## config.mk

```make
export PLATFORM = sky130hd
export DESIGN_NAME = adc_burst_average_to_millivolts_core
export DESIGN_NICKNAME = d
export VERILOG_FILES = /design/src/hw/rtl/abam_pkg.sv /design/src/hw/rtl/adc_burst_average_to_millivolts_core.sv /design/src/hw/rtl/abam_div.sv /design/src/hw/rtl/abam_datapath.sv /design/src/hw/rtl/abam_ctrl.sv
export SDC_FILE = /design/constraint.sdc
export NUM_CORES = 1
export LEC_CHECK = 0
export ABC_CLOCK_PERIOD_IN_PS = 7900
export CORE_MARGIN = 2
export CORE_UTILIZATION = 54
export DETAILED_ROUTE_END_ITERATION = 7
export DONT_BUFFER_PORTS = 1
export GPL_TIMING_DRIVEN = 0
export PLACE_DENSITY = 0.69
export SLEW_MARGIN = 25
export SYNTH_ARGS = -nofsm -noshare
export SYNTH_HDL_FRONTEND = slang
export SYNTH_SLANG_ARGS = --single-unit
```

## constraint.sdc

```tcl
create_clock -name clk -period 7.9 [get_ports clk]
set_input_delay 1.58 -clock clk [delete_from_list [all_inputs] [get_ports clk]]
set_output_delay 1.58 -clock clk [all_outputs]
set_load 0.02 [all_outputs]
```

## src/hw/rtl/abam_pkg.sv

```systemverilog
// ----------------------------------------------------------------------------
// ADC burst averager package
// Shared types, codes, constants and small lookup functions.
// ----------------------------------------------------------------------------
package abam_pkg;

  // Operation codes of an input item
  localparam logic OP_START = 1'b0;
  localparam logic OP_CONV  = 1'b1;

  // Result kinds
  typedef enum logic [1:0] {
    KIND_REQUEST = 2'd0,
    KIND_FINAL   = 2'd1,
    KIND_ERROR   = 2'd2
  } kind_t;

  // Constants
  localparam int RefMv       = 600;
  localparam int CodeMax     = 16383;
  localparam int BurstCap    = 256;
  localparam int BurstCapLg  = $clog2(BurstCap);

  // Field widths
  localparam int ChW    = 3;
  localparam int CntW   = 16;
  localparam int ConvW  = 15;
  localparam int CodeW  = 14;
  localparam int LgW    = 4;
  localparam int MvW    = 12;
  localparam int SumW   = 30;
  localparam int ProdW  = MvW + CodeW;
  localparam int GainW  = 3;
  localparam int InDW   = 40;
  localparam int OutDW  = 24;

  // Mean divider widths
  localparam int DivNW  = SumW;
  localparam int DivDW  = CntW;

  // Controller states
  typedef enum logic [2:0] {
    ST_IDLE,
    ST_DECODE,
    ST_MEAN_GO,
    ST_MEAN_WAIT,
    ST_SCALE,
    ST_MV,
    ST_PUSH
  } state_t;

  // Controller to datapath commands
  typedef struct packed {
    logic load_in;
    logic decode;
    logic div_start;
    logic scale;
    logic take_mv;
    logic load_out;
  } cmd_t;

  // Datapath to controller status
  typedef struct packed {
    logic final_pend;
    logic div_done;
  } sts_t;

  // Exponent of the next burst: largest power of two not above r, capped
  function automatic logic [LgW-1:0] burst_log2(input logic [CntW-1:0] r);
    logic [LgW-1:0] lg;
    lg = '0;
    if (r[CntW-1:BurstCapLg] != '0) begin
      lg = LgW'(BurstCapLg);
    end else begin
      for (int i = 1; i < BurstCapLg; i++) begin
        if (r[i]) lg = LgW'(i);
      end
    end
    return lg;
  endfunction

  // Full scale in mV for each gain setting
  function automatic logic [MvW-1:0] full_scale(input logic [GainW-1:0] g);
    logic [MvW-1:0] fs;
    unique case (g)
      3'd0:    fs = MvW'(6 * RefMv);
      3'd1:    fs = MvW'(5 * RefMv);
      3'd2:    fs = MvW'(4 * RefMv);
      3'd3:    fs = MvW'(3 * RefMv);
      3'd4:    fs = MvW'(2 * RefMv);
      3'd5:    fs = MvW'(RefMv);
      3'd6:    fs = MvW'(RefMv / 2);
      default: fs = MvW'(RefMv / 4);
    endcase
    return fs;
  endfunction

endpackage

```

## src/hw/rtl/adc_burst_average_to_millivolts_core.sv

```systemverilog
// ----------------------------------------------------------------------------
// ADC burst averager core
// Plans oversampling bursts and turns their weighted mean into millivolts.
// ----------------------------------------------------------------------------
// Usage: a start transfer (tuser 0) carries channel and sample count; the
// core answers with a burst request. Each conversion transfer (tuser 1)
// is accumulated and answered with the next request, or after the last
// burst with the final millivolt value. Misuse gives an error result.
// Every input transfer produces exactly one output transfer.
// A request or error passes from the input latch through decode and the
// pending result registers to the output register; the final result also
// waits for the 30-step pass of the radix-2 divider for the mean, then is
// scaled and divided by the code range. The next input transfer is taken
// only after the previous result has been loaded into the output register.
// One item is in work at a time; in_tready is high only while idle, and
// the next item may be taken while the previous result still waits in
// the output register.
// Reset clears the measurement state and gain (gain 1/6, 3600 mV full
// scale). When out_tready is low the result holds and the core stops
// before it would overwrite the output register. gain_select is written
// through cfg_we / cfg_wdata by the user, only while idle; not enforced.
// ----------------------------------------------------------------------------
module adc_burst_average_to_millivolts_core (
  input  logic                       clk,
  input  logic                       rst_n,
  // Input stream
  input  logic                       in_tvalid,
  output logic                       in_tready,
  // [2:0] channel, [18:3] sample_count, [33:19] conversion, [39:34] zero
  input  logic [abam_pkg::InDW-1:0]  in_tdata,
  // [0] operation
  input  logic                       in_tuser,
  // Result stream
  output logic                       out_tvalid,
  input  logic                       out_tready,
  // [2:0] request_channel, [6:3] oversample_log2, [7] burst_mode,
  // [19:8] millivolts, [23:20] zero
  output logic [abam_pkg::OutDW-1:0] out_tdata,
  // [1:0] kind
  output logic [1:0]                 out_tuser,
  // Configuration
  input  logic                       cfg_we,
  input  logic [abam_pkg::GainW-1:0] cfg_wdata
);
  import abam_pkg::*;

  cmd_t cmd;
  sts_t sts;

  abam_ctrl u_ctrl (
    .clk        (clk),
    .rst_n      (rst_n),
    .in_tvalid  (in_tvalid),
    .in_tready  (in_tready),
    .out_tvalid (out_tvalid),
    .out_tready (out_tready),
    .sts        (sts),
    .cmd        (cmd)
  );

  abam_datapath u_dp (
    .clk       (clk),
    .rst_n     (rst_n),
    .in_tdata  (in_tdata),
    .in_tuser  (in_tuser),
    .cfg_we    (cfg_we),
    .cfg_wdata (cfg_wdata),
    .cmd       (cmd),
    .sts       (sts),
    .out_tdata (out_tdata),
    .out_tuser (out_tuser)
  );

endmodule

```

## src/hw/rtl/abam_div.sv

```systemverilog
// ----------------------------------------------------------------------------
// ADC burst averager divider
// Restoring divider, one quotient bit per cycle, forms the measurement mean.
// ----------------------------------------------------------------------------
module abam_div (
  input  logic                      clk,
  input  logic                      rst_n,
  input  logic                      start,
  input  logic [abam_pkg::DivNW-1:0] dividend,
  input  logic [abam_pkg::DivDW-1:0] divisor,
  output logic                      done,
  output logic [abam_pkg::DivNW-1:0] quotient
);
  import abam_pkg::*;

  localparam int CntW = $clog2(DivNW);
  localparam logic [CntW-1:0] LastStep = CntW'(DivNW - 1);

  logic [DivNW-1:0] quo_r, quo_nxt;
  logic [DivDW-1:0] rem_r, rem_nxt;
  logic [CntW-1:0]  cnt_r, cnt_nxt;
  logic [DivDW-1:0] dvs_r;
  logic             run_r, run_nxt;
  logic             done_r, done_nxt;
  logic [DivDW:0]   trial;
  logic [DivDW:0]   diff;

  // One restoring step
  assign trial = {rem_r, quo_r[DivNW-1]};
  assign diff  = trial - {1'b0, dvs_r};

  always_comb begin
    quo_nxt  = quo_r;
    rem_nxt  = rem_r;
    cnt_nxt  = cnt_r;
    run_nxt  = run_r;
    done_nxt = 1'b0;
    if (start) begin
      quo_nxt = dividend;
      rem_nxt = '0;
      cnt_nxt = '0;
      run_nxt = 1'b1;
    end else if (run_r) begin
      if (!diff[DivDW]) begin
        rem_nxt = diff[DivDW-1:0];
        quo_nxt = {quo_r[DivNW-2:0], 1'b1};
      end else begin
        rem_nxt = trial[DivDW-1:0];
        quo_nxt = {quo_r[DivNW-2:0], 1'b0};
      end
      cnt_nxt = cnt_r + 1'b1;
      if (cnt_r == LastStep) begin
        run_nxt  = 1'b0;
        done_nxt = 1'b1;
      end
    end
  end

  // Control registers
  always_ff @(posedge clk) begin
    if (!rst_n) begin
      run_r  <= 1'b0;
      done_r <= 1'b0;
      cnt_r  <= '0;
    end else begin
      run_r  <= run_nxt;
      done_r <= done_nxt;
      cnt_r  <= cnt_nxt;
    end
  end

  // Working registers
  always_ff @(posedge clk) begin
    quo_r <= quo_nxt;
    rem_r <= rem_nxt;
    if (start) dvs_r <= divisor;
  end

  assign done     = done_r;
  assign quotient = quo_r;

endmodule

```

## src/hw/rtl/abam_datapath.sv

```systemverilog
// ----------------------------------------------------------------------------
// ADC burst averager datapath
// Input latch, measurement state, burst planning, scaling and result regs.
// ----------------------------------------------------------------------------
module abam_datapath (
  input  logic                       clk,
  input  logic                       rst_n,
  input  logic [abam_pkg::InDW-1:0]  in_tdata,
  input  logic                       in_tuser,
  input  logic                       cfg_we,
  input  logic [abam_pkg::GainW-1:0] cfg_wdata,
  input  abam_pkg::cmd_t             cmd,
  output abam_pkg::sts_t             sts,
  output logic [abam_pkg::OutDW-1:0] out_tdata,
  output logic [1:0]                 out_tuser
);
  import abam_pkg::*;

  localparam logic [CodeW:0] CodeMaxF = (CodeW+1)'(CodeMax);

  // Latched input item
  logic             in_op_r;
  logic [ChW-1:0]   in_ch_r;
  logic [CntW-1:0]  in_cnt_r;
  logic [ConvW-1:0] in_conv_r;

  // Measurement state
  logic [GainW-1:0] gain_r;
  logic             busy_r, busy_nxt;
  logic [CntW-1:0]  remaining_r, remaining_nxt;
  logic [CntW-1:0]  total_r, total_nxt;
  logic [SumW-1:0]  sum_r, sum_nxt;
  logic [LgW-1:0]   lg_r, lg_nxt;
  logic [ChW-1:0]   chan_r, chan_nxt;

  // Pending result
  kind_t            res_kind_r, res_kind_nxt;
  logic [ChW-1:0]   res_ch_r, res_ch_nxt;
  logic [LgW-1:0]   res_lg_r, res_lg_nxt;
  logic             res_bm_r, res_bm_nxt;
  logic [MvW-1:0]   res_mv_r, res_mv_nxt;

  // Scaling and output
  logic [ProdW-1:0] prod_r;
  logic [OutDW-1:0] out_data_r;
  logic [1:0]       out_kind_r;

  // Division by the code range
  logic [MvW-1:0]   prod_hi;
  logic [CodeW-1:0] prod_lo;
  logic [CodeW:0]   fold;
  logic [MvW-1:0]   mv_quo;

  // Decode helpers
  logic [CodeW-1:0] conv_clamp;
  logic [SumW-1:0]  weighted;
  logic [CntW-1:0]  burst;
  logic [CntW-1:0]  rem_after;
  logic [LgW-1:0]   lg_start;
  logic [LgW-1:0]   lg_cont;
  logic             final_pend;

  // Divider
  logic [DivNW-1:0] div_dividend;
  logic [DivDW-1:0] div_divisor;
  logic [DivNW-1:0] div_quo;
  logic             div_done;

  // Negative codes count as zero; weight is a shift by the burst exponent
  assign conv_clamp = in_conv_r[ConvW-1] ? '0 : in_conv_r[CodeW-1:0];
  assign weighted   = {{(SumW-CodeW){1'b0}}, conv_clamp} << lg_r;
  assign burst      = {{(CntW-1){1'b0}}, 1'b1} << lg_r;
  assign rem_after  = remaining_r - burst;
  assign lg_start   = burst_log2(in_cnt_r);
  assign lg_cont    = burst_log2(rem_after);

  // Divide by 2^14 - 1: x = hi * 16383 + (hi + lo), with hi + lo below 2 * 16383
  assign prod_hi = prod_r[ProdW-1:CodeW];
  assign prod_lo = prod_r[CodeW-1:0];
  assign fold    = {{(CodeW+1-MvW){1'b0}}, prod_hi} + {1'b0, prod_lo};
  assign mv_quo  = prod_hi + {{(MvW-1){1'b0}}, (fold >= CodeMaxF)};

  // Item decode and state update
  always_comb begin
    busy_nxt      = busy_r;
    remaining_nxt = remaining_r;
    total_nxt     = total_r;
    sum_nxt       = sum_r;
    lg_nxt        = lg_r;
    chan_nxt      = chan_r;
    res_kind_nxt  = res_kind_r;
    res_ch_nxt    = res_ch_r;
    res_lg_nxt    = res_lg_r;
    res_bm_nxt    = res_bm_r;
    res_mv_nxt    = res_mv_r;
    final_pend    = 1'b0;
    if (cmd.decode) begin
      res_kind_nxt = KIND_ERROR;
      res_ch_nxt   = '0;
      res_lg_nxt   = '0;
      res_bm_nxt   = 1'b0;
      res_mv_nxt   = '0;
      if (in_op_r == OP_START) begin
        if (!busy_r && in_cnt_r != '0) begin
          busy_nxt      = 1'b1;
          chan_nxt      = in_ch_r;
          remaining_nxt = in_cnt_r;
          total_nxt     = in_cnt_r;
          sum_nxt       = '0;
          lg_nxt        = lg_start;
          res_kind_nxt  = KIND_REQUEST;
          res_ch_nxt    = in_ch_r;
          res_lg_nxt    = lg_start;
          res_bm_nxt    = (lg_start != '0);
        end
      end else if (busy_r) begin
        sum_nxt       = sum_r + weighted;
        remaining_nxt = rem_after;
        if (rem_after != '0) begin
          lg_nxt       = lg_cont;
          res_kind_nxt = KIND_REQUEST;
          res_ch_nxt   = chan_r;
          res_lg_nxt   = lg_cont;
          res_bm_nxt   = (lg_cont != '0);
        end else begin
          busy_nxt     = 1'b0;
          lg_nxt       = '0;
          final_pend   = 1'b1;
          res_kind_nxt = KIND_FINAL;
          res_ch_nxt   = chan_r;
        end
      end
    end
    if (cmd.take_mv) res_mv_nxt = mv_quo;
  end

  // Measurement state registers
  always_ff @(posedge clk) begin
    if (!rst_n) begin
      gain_r      <= '0;
      busy_r      <= 1'b0;
      remaining_r <= '0;
      total_r     <= '0;
      sum_r       <= '0;
      lg_r        <= '0;
      chan_r      <= '0;
    end else begin
      if (cfg_we) gain_r <= cfg_wdata;
      busy_r      <= busy_nxt;
      remaining_r <= remaining_nxt;
      total_r     <= total_nxt;
      sum_r       <= sum_nxt;
      lg_r        <= lg_nxt;
      chan_r      <= chan_nxt;
    end
  end

  // Payload registers
  always_ff @(posedge clk) begin
    if (cmd.load_in) begin
      in_op_r   <= in_tuser;
      in_ch_r   <= in_tdata[ChW-1:0];
      in_cnt_r  <= in_tdata[ChW+CntW-1:ChW];
      in_conv_r <= in_tdata[ChW+CntW+ConvW-1:ChW+CntW];
    end
    res_kind_r <= res_kind_nxt;
    res_ch_r   <= res_ch_nxt;
    res_lg_r   <= res_lg_nxt;
    res_bm_r   <= res_bm_nxt;
    res_mv_r   <= res_mv_nxt;
    if (cmd.scale) begin
      prod_r <= ProdW'(full_scale(gain_r)) * ProdW'(div_quo[CodeW-1:0]);
    end
    if (cmd.load_out) begin
      out_data_r <= {{(OutDW-MvW-1-LgW-ChW){1'b0}}, res_mv_r, res_bm_r, res_lg_r, res_ch_r};
      out_kind_r <= res_kind_r;
    end
  end

  // Mean of the weighted sum over the sample count
  assign div_dividend = sum_r;
  assign div_divisor  = total_r;

  abam_div u_div (
    .clk      (clk),
    .rst_n    (rst_n),
    .start    (cmd.div_start),
    .dividend (div_dividend),
    .divisor  (div_divisor),
    .done     (div_done),
    .quotient (div_quo)
  );

  assign sts.final_pend = final_pend;
  assign sts.div_done   = div_done;
  assign out_tdata      = out_data_r;
  assign out_tuser      = out_kind_r;

endmodule

```

## src/hw/rtl/abam_ctrl.sv

```systemverilog
// ----------------------------------------------------------------------------
// ADC burst averager controller
// Sequences decode, the mean divide, scaling and the result transfer.
// ----------------------------------------------------------------------------
module abam_ctrl (
  input  logic           clk,
  input  logic           rst_n,
  input  logic           in_tvalid,
  output logic           in_tready,
  output logic           out_tvalid,
  input  logic           out_tready,
  input  abam_pkg::sts_t sts,
  output abam_pkg::cmd_t cmd
);
  import abam_pkg::*;

  state_t state_r, state_nxt;
  logic   out_valid_r, out_valid_nxt;
  logic   out_free;

  assign out_free = !out_valid_r || out_tready;

  // Next state
  always_comb begin
    state_nxt = state_r;
    unique case (state_r)
      ST_IDLE:      if (in_tvalid) state_nxt = ST_DECODE;
      ST_DECODE:    state_nxt = sts.final_pend ? ST_MEAN_GO : ST_PUSH;
      ST_MEAN_GO:   state_nxt = ST_MEAN_WAIT;
      ST_MEAN_WAIT: if (sts.div_done) state_nxt = ST_SCALE;
      ST_SCALE:     state_nxt = ST_MV;
      ST_MV:        state_nxt = ST_PUSH;
      ST_PUSH:      if (out_free) state_nxt = ST_IDLE;
      default:      state_nxt = ST_IDLE;
    endcase
  end

  // Commands
  always_comb begin
    cmd       = '0;
    in_tready = 1'b0;
    unique case (state_r)
      ST_IDLE: begin
        in_tready   = 1'b1;
        cmd.load_in = in_tvalid;
      end
      ST_DECODE:  cmd.decode = 1'b1;
      ST_MEAN_GO: cmd.div_start = 1'b1;
      ST_SCALE:   cmd.scale = 1'b1;
      ST_MV:      cmd.take_mv = 1'b1;
      ST_PUSH:    cmd.load_out = out_free;
      default:    cmd = '0;
    endcase
  end

  // Output valid flag
  always_comb begin
    out_valid_nxt = out_valid_r;
    if (cmd.load_out) out_valid_nxt = 1'b1;
    else if (out_tready) out_valid_nxt = 1'b0;
  end

  always_ff @(posedge clk) begin
    if (!rst_n) begin
      state_r     <= ST_IDLE;
      out_valid_r <= 1'b0;
    end else begin
      state_r     <= state_nxt;
      out_valid_r <= out_valid_nxt;
    end
  end

  assign out_tvalid = out_valid_r;

endmodule

```

==> results.tsv, run 1 <==
metric	value	unit
start_util	54.6	%
sequentialPowerShare	23.8	%
maxCapViolations	0	
grt_overflow	0	
grt_start_max_net_pins	33	
switchingPower	3.76	mW
synth_cell_type_count	76	
yosys_warnings	0	
ir_drop	540	uV
slowest_stage	mux2i_1	
io_pins	77	
post_cts.repair.setup_buffers	0	
endpoint_kind	flop	
clockBufferDepth	3	
netlist.area_leader.share	23.9	%
wl	45.8	mm
ff2ff_path_depth	22	
ys_seq_area_share	34.6	%
clock_skew	16.6	ps
cts.sinks	250	
gp_congestion	0.941	
hold_path.class	flop to flop	
endpoint	u_dp.prod_r[24]$_DFFE_PP_	
yosysTopAreaCell	edfxtp_1	
cts_resized	0	
yosysMostFrequentCell	nand2_1	
synth_area_leaders	edfxtp_1 (24%), fa_1 (12%), dfxtp_1 (11%)	
dieArea	36400	sq um
drt_iter0_drc	1050	
hold_violations	0	
syn_area_per_cell	9.30	sq um
critPathMaxFanout	10	
fillers	3103	
cts_tree	built	
p_leak	8.57	nW
root_buffer	clkbuf_16	
first_pass_iters	6	
r2r_end	u_dp.prod_r[24]$_DFFE_PP_	
finalCriticalPeriod	7280	ps
die_h	191	microns
synthArstFlopShare	0	%
rr_startpoint	u_dp.gain_r[0]$_SDFFE_PN0P_	
critPathTopFamily	adder cells	
ant_nets	0	
internal_power	4.64	mW
crit_type	flop to flop	
max_stage_delay	580	ps
areaGrowthSynthToFinish	7.75	%
power	8.40	mW
fin_setup_tns	0	ps
cp-start-kind	flop	
min_path_cells	0	
route.detailed.drc	0	
r2r_slack	620	ps
cp.arrival	7560	ps
dp_hpwl	36.0	mm
grt_pass1_wl	74.6	mm
diodes	0	
cp.depth	22	
viasPerCell	5.72	
track_usage	25.7	%
path_buf_inv	5	
cts-htree-levels	1	
via_count	14500	
fin_crit_sh	92.1	%
wl_per_cell	18.1	microns
startpoint	u_dp.gain_r[0]$_SDFFE_PN0P_	
io_buffers	0	
path_common_cell	fa_1	
slew_viol_final	0	
rsz0062_at_grt	false	
cts_made_buffers	27	
status	finished clean	
grt_pass1_vias	14400	
final_nets	2365	
clk_pin_slew	60	ps
die_x	191	microns
path_cells	clkbuf_1 -> mux2i_1 -> clkbuf_1 -> nand2_1 -> fa_1 -> inv_1 -> fa_1 -> fa_1 -> fa_1 -> inv_1 -> fa_1 -> inv_1 -> ha_1 -> a21o_1 -> a21o_1 -> a21oi_1 -> o31ai_1 -> o41ai_2 -> nor3_1 -> or3_1 -> a21oi_1 -> xnor2_1	
std_cell_rows	68	
p_comb_share	61.7	%
clk_latency	540	ps
synth_common_cells	nand2_1 (291), inv_1 (195), edfxtp_1 (150)	
finalSetupViolCount	0	
drive_gt1_share	4.09	%
postCtsHoldBufs	0	
syn_inst	2024	
ys.flop_type	edfxtp_1	
ys_ff_latch	250	
syn_area	18800	sq um
synth_edf_count	150	
tightestPinTransition	1020	ps
grt_antenna_before_repair	0	
power.share.clock	14.5	%
p_sw_share	44.8	%
max_freq	137	MHz
critPathRequiredTime	8180	ps
powerDensity	414	nW/um^2
slew_headroom	32.0	%
coreArea	34500	sq um
==> area by class of cell <==
class	count	area [sq um]	area share, %
multi-input combinational	1484	11200	55.3
sequential	250	6510	32.1
inverter	197	739	3.65
clock buffer	35	706	3.48
tap	455	569	2.81
buffer	96	388	1.91
clock inverter	14	131	0.648
timing repair buffer	1	20.0	0.0987
==> layout by cell type, fill, tap and decap left out, types with 11 or more instances in the layout <==
| cell type | n |
|---|---|
| a211oi_1 | 35 |
| a21o_1 | 37 |
| a21oi_1 | 118 |
| a22oi_1 | 12 |
| and2_1 | 77 |
| and3_1 | 28 |
| clkbuf_1 | 91 |
| clkbuf_16 | 27 |
| dfxtp_1 | 100 |
| edfxtp_1 | 150 |
| fa_1 | 112 |
| ha_1 | 147 |
| inv_1 | 195 |
| mux2i_1 | 32 |
| nand2_1 | 290 |
| nand2b_1 | 24 |
| nand3_1 | 33 |
| nand4_1 | 11 |
| nor2_1 | 142 |
| nor2b_1 | 17 |
| nor3_1 | 27 |
| o21a_1 | 16 |
| o21ai_0 | 71 |
| o21bai_1 | 13 |
| o22ai_1 | 11 |
| xnor2_1 | 53 |
| xor2_1 | 31 |
==> state kept, by name (all words and copies together), names as in the netlist, 2 cells and up <==
name                 count
u_dp.remaining_r        16
u_dp.div_divisor        16
u_dp.out_tdata          20
u_dp.res_lg_r            4
u_dp.res_mv_r           12
u_dp.res_kind_r          2
u_dp.res_ch_r            3
u_dp.u_div.cnt_r         5
u_dp.u_div.quotient     30
u_dp.out_tuser           2
u_dp.div_dividend       30
u_ctrl.state_r           3
u_dp.u_div.rem_r        16
u_dp.in_cnt_r           16
u_dp.prod_r             25
u_dp.lg_r                4
u_dp.chan_r              3
u_dp.in_conv_r          15
u_dp.in_ch_r             3
u_dp.gain_r              3
u_dp.u_div.dvs_r        16
==> cell families after synthesis <==
family | count (synthesis) | share of synthesized area [%]
multiplexers | 48 | 3.20
flip-flops | 250 | 34.6
AO/OA/AOI/OAI | 390 | 13.3
AND/OR/NAND/NOR | 699 | 17.3
XOR/XNOR | 84 | 3.91
adder cells (fa/ha/maj) | 259 | 21.7
other | 1 | 0.0199
buffers and inverters | 293 | 5.98
==> power by group through the flow <==
stage	logic (mW)	clock network (mW)	registers, mW
floorplan	3.91	0	1.94
global placement	5.00	0	2.02
detailed placement	5.14	0	2.02
CTS	5.18	1.23	1.99
global route	5.84	1.28	2.02
finish	5.18	1.22	2.00
==> routing by layer <==
metal  vias to the layer above  wire, microns  track usage [%]
met5                         -              0                0
met1                      7031          20800             34.7
met2                       361          21700             44.0
met4                         0           1160             6.47
met3                        76           2050             3.04
li1                       7003              -                -
==> through the flow <==
step	std cells	area (sq um)	utilization [%]	setup WS [ps]	hold WS [ps]
finish	2532	20300	58.9	621	422
global route	2532	20300	58.9	167	439
CTS	2532	20300	58.8	440	421
detailed placement	2483	19400	56.4	483	407
global placement	2482	19400	56.3	616	401
floorplan	2027	18800	-	1600	400
==> worst min-delay path by stage <==
stage	startpoint	endpoint	slack [ps]
floorplan	u_dp.res_ch_r[0]$_DFFE_PP_	u_dp.out_tdata[0]$_DFFE_PP_	400
global placement	u_dp.res_mv_r[9]$_SDFFCE_PN0P_	u_dp.out_tdata[17]$_DFFE_PP_	400
detailed placement	u_dp.res_mv_r[5]$_SDFFCE_PN0P_	u_dp.out_tdata[13]$_DFFE_PP_	410
CTS	u_dp.res_mv_r[5]$_SDFFCE_PN0P_	u_dp.out_tdata[13]$_DFFE_PP_	420
global route	u_dp.res_mv_r[9]$_SDFFCE_PN0P_	u_dp.out_tdata[17]$_DFFE_PP_	440
finish	u_dp.res_mv_r[5]$_SDFFCE_PN0P_	u_dp.out_tdata[13]$_DFFE_PP_	420
No activity file was read; power rests on OpenSTA's default activity.
==> inputs of run 2 (changes only) <==
--- a/config.mk
+++ b/config.mk
@@ -10,9 +10,9 @@
 export CORE_UTILIZATION = 54
 export DETAILED_ROUTE_END_ITERATION = 7
 export DONT_BUFFER_PORTS = 1
-export GPL_TIMING_DRIVEN = 0
 export PLACE_DENSITY = 0.69
 export SLEW_MARGIN = 25
 export SYNTH_ARGS = -nofsm -noshare
 export SYNTH_HDL_FRONTEND = slang
+export SYNTH_HIERARCHICAL = 1
 export SYNTH_SLANG_ARGS = --single-unit
==> results.tsv, run 2 <==
metric	value	unit	change
viasPerCell	5.88		+2.9%
wl_per_cell	17.3	microns	-4.3%
root_buffer	clkbuf_16		
slew_headroom	32.3	%	+0.26 points
gp_congestion	0.895		-4.8%
critPathMaxFanout	26		+16
cts-htree-levels	1		unchanged
p_leak	8.54	nW	-0.40%
fin_crit_sh	88.0	%	-4.2 points
cp-start-kind	flop		
path_cells	nor2_1 -> xnor2_1 -> buf_4 -> nand2_1 -> fa_1 -> inv_1 -> fa_1 -> fa_1 -> fa_1 -> inv_1 -> fa_1 -> inv_1 -> ha_1 -> a21o_1 -> a21o_1 -> a21o_1 -> nor3_1 -> a21oi_1 -> a41o_1 -> o41ai_1 -> xnor2_1		
final_nets	2299		-2.8%
yosys_warnings	6		+6
finalCriticalPeriod	6950	ps	-328 ps
hold-path-endpoint	u_dp/out_tdata[16]$_DFFE_PP_		
syn_inst	2045		+1.0%
first_pass_iters	5		-1
switchingPower	2.88	mW	-23%
track_usage	22.7	%	-3.0 points
diodes	0		unchanged
hold_violations	0		unchanged
dp_hpwl	32.1	mm	-11%
grt_pass1_vias	14400		-0.45%
r2r_slack	950	ps	+330 ps
critPathRequiredTime	8210	ps	+30 ps
synth_cell_type_count	97		+28%
rr_startpoint	u_dp/gain_r[2]$_SDFFE_PN0P_		
clock_skew	31.2	ps	+14.6 ps
dieArea	37500	sq um	+3.2%
power.share.clock	18.4	%	+3.9 points
fin_util	58.1	%	-0.78 points
hold_path.class	flop to flop		
cp.arrival	7260	ps	-300 ps
io_buffers	0		unchanged
powerDensity	339	nW/um^2	-18%
clk_pin_slew	60	ps	about the same
maxCapViolations	0		unchanged
cts_tree	built		
cts_resized	0		unchanged
netlist.area_leader.share	23.2	%	-0.76 points
ff_latch_area	6510	sq um	unchanged
status	finished clean		
finalSetupViolCount	0		unchanged
yosysMostFrequentCell	nand2_1		
areaGrowthSynthToFinish	6.00	%	
std_cell_rows	69		+1.5%
synth_edf_count	150		unchanged
start_util	54.8	%	+0.16 points
internal_power	4.10	mW	-12%
max_stage_delay	970	ps	+390 ps
grt_overflow	0		unchanged
r2r_end	u_dp/prod_r[25]$_DFFE_PP_		
path_common_cell	fa_1		
final_common_cell	nand2_1		
ys_ff_latch	250		unchanged
grt_start_max_net_pins	62		+88%
slowest_stage	dfxtp_1		
ff2ff_path_depth	21		-4.5%
fillers	3003		-3.2%
mostFrequentLayoutCells	nand2_1 (225), inv_1 (206), edfxtp_1 (150)		
synth_simple_gate_area_share	17.0	%	-0.30 points
crit_type	flop to flop		
clockBufferDepth	3		unchanged
synth_common_cells	nand2_1 (225), inv_1 (206), edfxtp_1 (150)		
multi_input_area	11700	sq um	+4.3%
synth_xor_area_share	3.69	%	-0.21 points
tightestPinTransition	1010	ps	-10.7 ps
fin_cells	2474		-2.3%
grt_antenna_before_repair	0		unchanged
sequentialPowerShare	27.4	%	+3.6 points
route.detailed.drc	0		unchanged
synthAdderAreaFrac	21.0	%	-0.69 points
ys_seq_area_share	33.5	%	-1.1 points
synth_compound_area_share	14.4	%	+1.1 points
syn_area_per_cell	9.51	sq um	+2.2%
grt_pass1_wl	71.0	mm	-4.8%
die_h	194	microns	+1.6%
clk_latency	570	ps	+30 ps
drive_gt1_share	6.91	%	+2.8 points
cts.sinks	250		unchanged
muxShareOfSynthArea	3.89	%	+0.69 points
coreArea	35500	sq um	+3.0%
postCtsHoldBufs	0		unchanged
synthArstFlopShare	0	%	unchanged
post_cts.repair.setup_buffers	0		unchanged
syn_area	19400	sq um	+3.3%
ant_nets	0		unchanged
wl	42.8	mm	-6.5%
min_path_cells	0		unchanged
die_x	194	microns	+1.6%
io_pins	77		unchanged
ys.flop_type	edfxtp_1		
yosysTopAreaCell	edfxtp_1		
rsz0062_at_grt	false		
synth_top_family_by_area	adder cells		
slew_viol_final	0		unchanged
ir_drop	245	uV	-55%
power	6.98	mW	-17%
max_freq	144	MHz	+4.7%
worstHoldStart	u_dp/res_mv_r[8]$_SDFFCE_PN0P_		
synth_area_leaders	edfxtp_1 (23%), fa_1 (12%), dfxtp_1 (10%)		
via_count	14600		+0.56%
drt_iter0_drc	959		-8.7%
fin_setup_tns	0	ps	unchanged
p_comb_share	54.2	%	-7.5 points
cts_made_buffers	28		+3.7%
dp.cells	2422		-2.5%
p_sw_share	41.3	%	-3.5 points
startpoint	u_dp/gain_r[2]$_SDFFE_PN0P_		
endpoint_kind	flop		
-- run 2: cell count changes in the layout (fill, tap and decap cells not counted), moves of 11 or more --
cell	change
buf_4	+12
clkbuf_1	-82
mux2i_1	-16
a211oi_1	-15
mux2_2	+29
nor3b_1	+12
inv_1	+11
nor2_1	-26
nand2_1	-65
nand3_1	+17
-- run 2: cell families (layout without fill, tap and decap cells) --
kind of cell	Yosys count	count (layout)
AOI/OAI and AO/OA	416	416
xor gates and xnor gates	82	82
adders and majority gates	259	259
buffers and inverters	310	275
DFF	250	250
muxes	61	61
other	1	4
and+or+nand+nor	666	666
-- run 2: metrics by stage --
stage	worst slack, ps	instance area (sq um)	hold WS [ps]
3_5_place_dp	1090	19700	405
4_1_cts	1090	20600	419
3_3_place_gp	1140	19700	404
2_1_floorplan	1980	19500	400
5_1_grt	571	20600	424
6_report	949	20600	417
-- run 2: final cells by class --
| type | count | share of cell area [%] |
|---|---|---|
| Tap cell | 461 | 2.80 |
| Clock inverter | 15 | 0.892 |
| Inverter | 207 | 3.77 |
| Clock buffer | 37 | 3.56 |
| Timing Repair Buffer | 16 | 0.583 |
| Sequential cell | 250 | 31.6 |
| Multi-Input combinational cell | 1488 | 56.8 |
-- run 2: critical path, delay by kind of cell (launching register included) --
kind	cells	cell delay [ps]
buffers and inverters	4	440
AOI/OAI and AO/OA	6	1350
DFF	1	970
and+or+nand+nor	3	370
adders and majority gates	6	2820
xor gates and xnor gates	2	730
-- run 2: power by group through the flow --
stage	sequential [mW]	clock, mW	combinational (mW)
5_1_grt	1.93	1.36	4.34
4_1_cts	1.91	1.32	3.79
3_5_place_dp	1.93	0	3.76
3_3_place_gp	1.93	0	3.66
2_1_floorplan	1.83	0	3.12
6_report	1.91	1.29	3.78
-- run 2: routing by layer --
| layer | track usage (%) | share of wire, % |
|---|---|---|
| met1 | 30.6 | 45 |
| met2 | 38.0 | 47 |
| met3 | 3.11 | 5.0 |
| met4 | 7.24 | 2.7 |
| met5 | 0 | 0 |
-- run 2: how the worst max path moves through the flow --
stage	cells after the start	end	slack, ps
global placement	21	u_dp/prod_r[25]$_DFFE_PP_	1140
detailed placement	21	u_dp/prod_r[25]$_DFFE_PP_	1090
finish	21	u_dp/prod_r[25]$_DFFE_PP_	950
CTS	21	u_dp/prod_r[25]$_DFFE_PP_	1090
global route	21	u_dp/prod_r[25]$_DFFE_PP_	570
floorplan	24	u_dp/prod_r[25]$_DFFE_PP_	1980
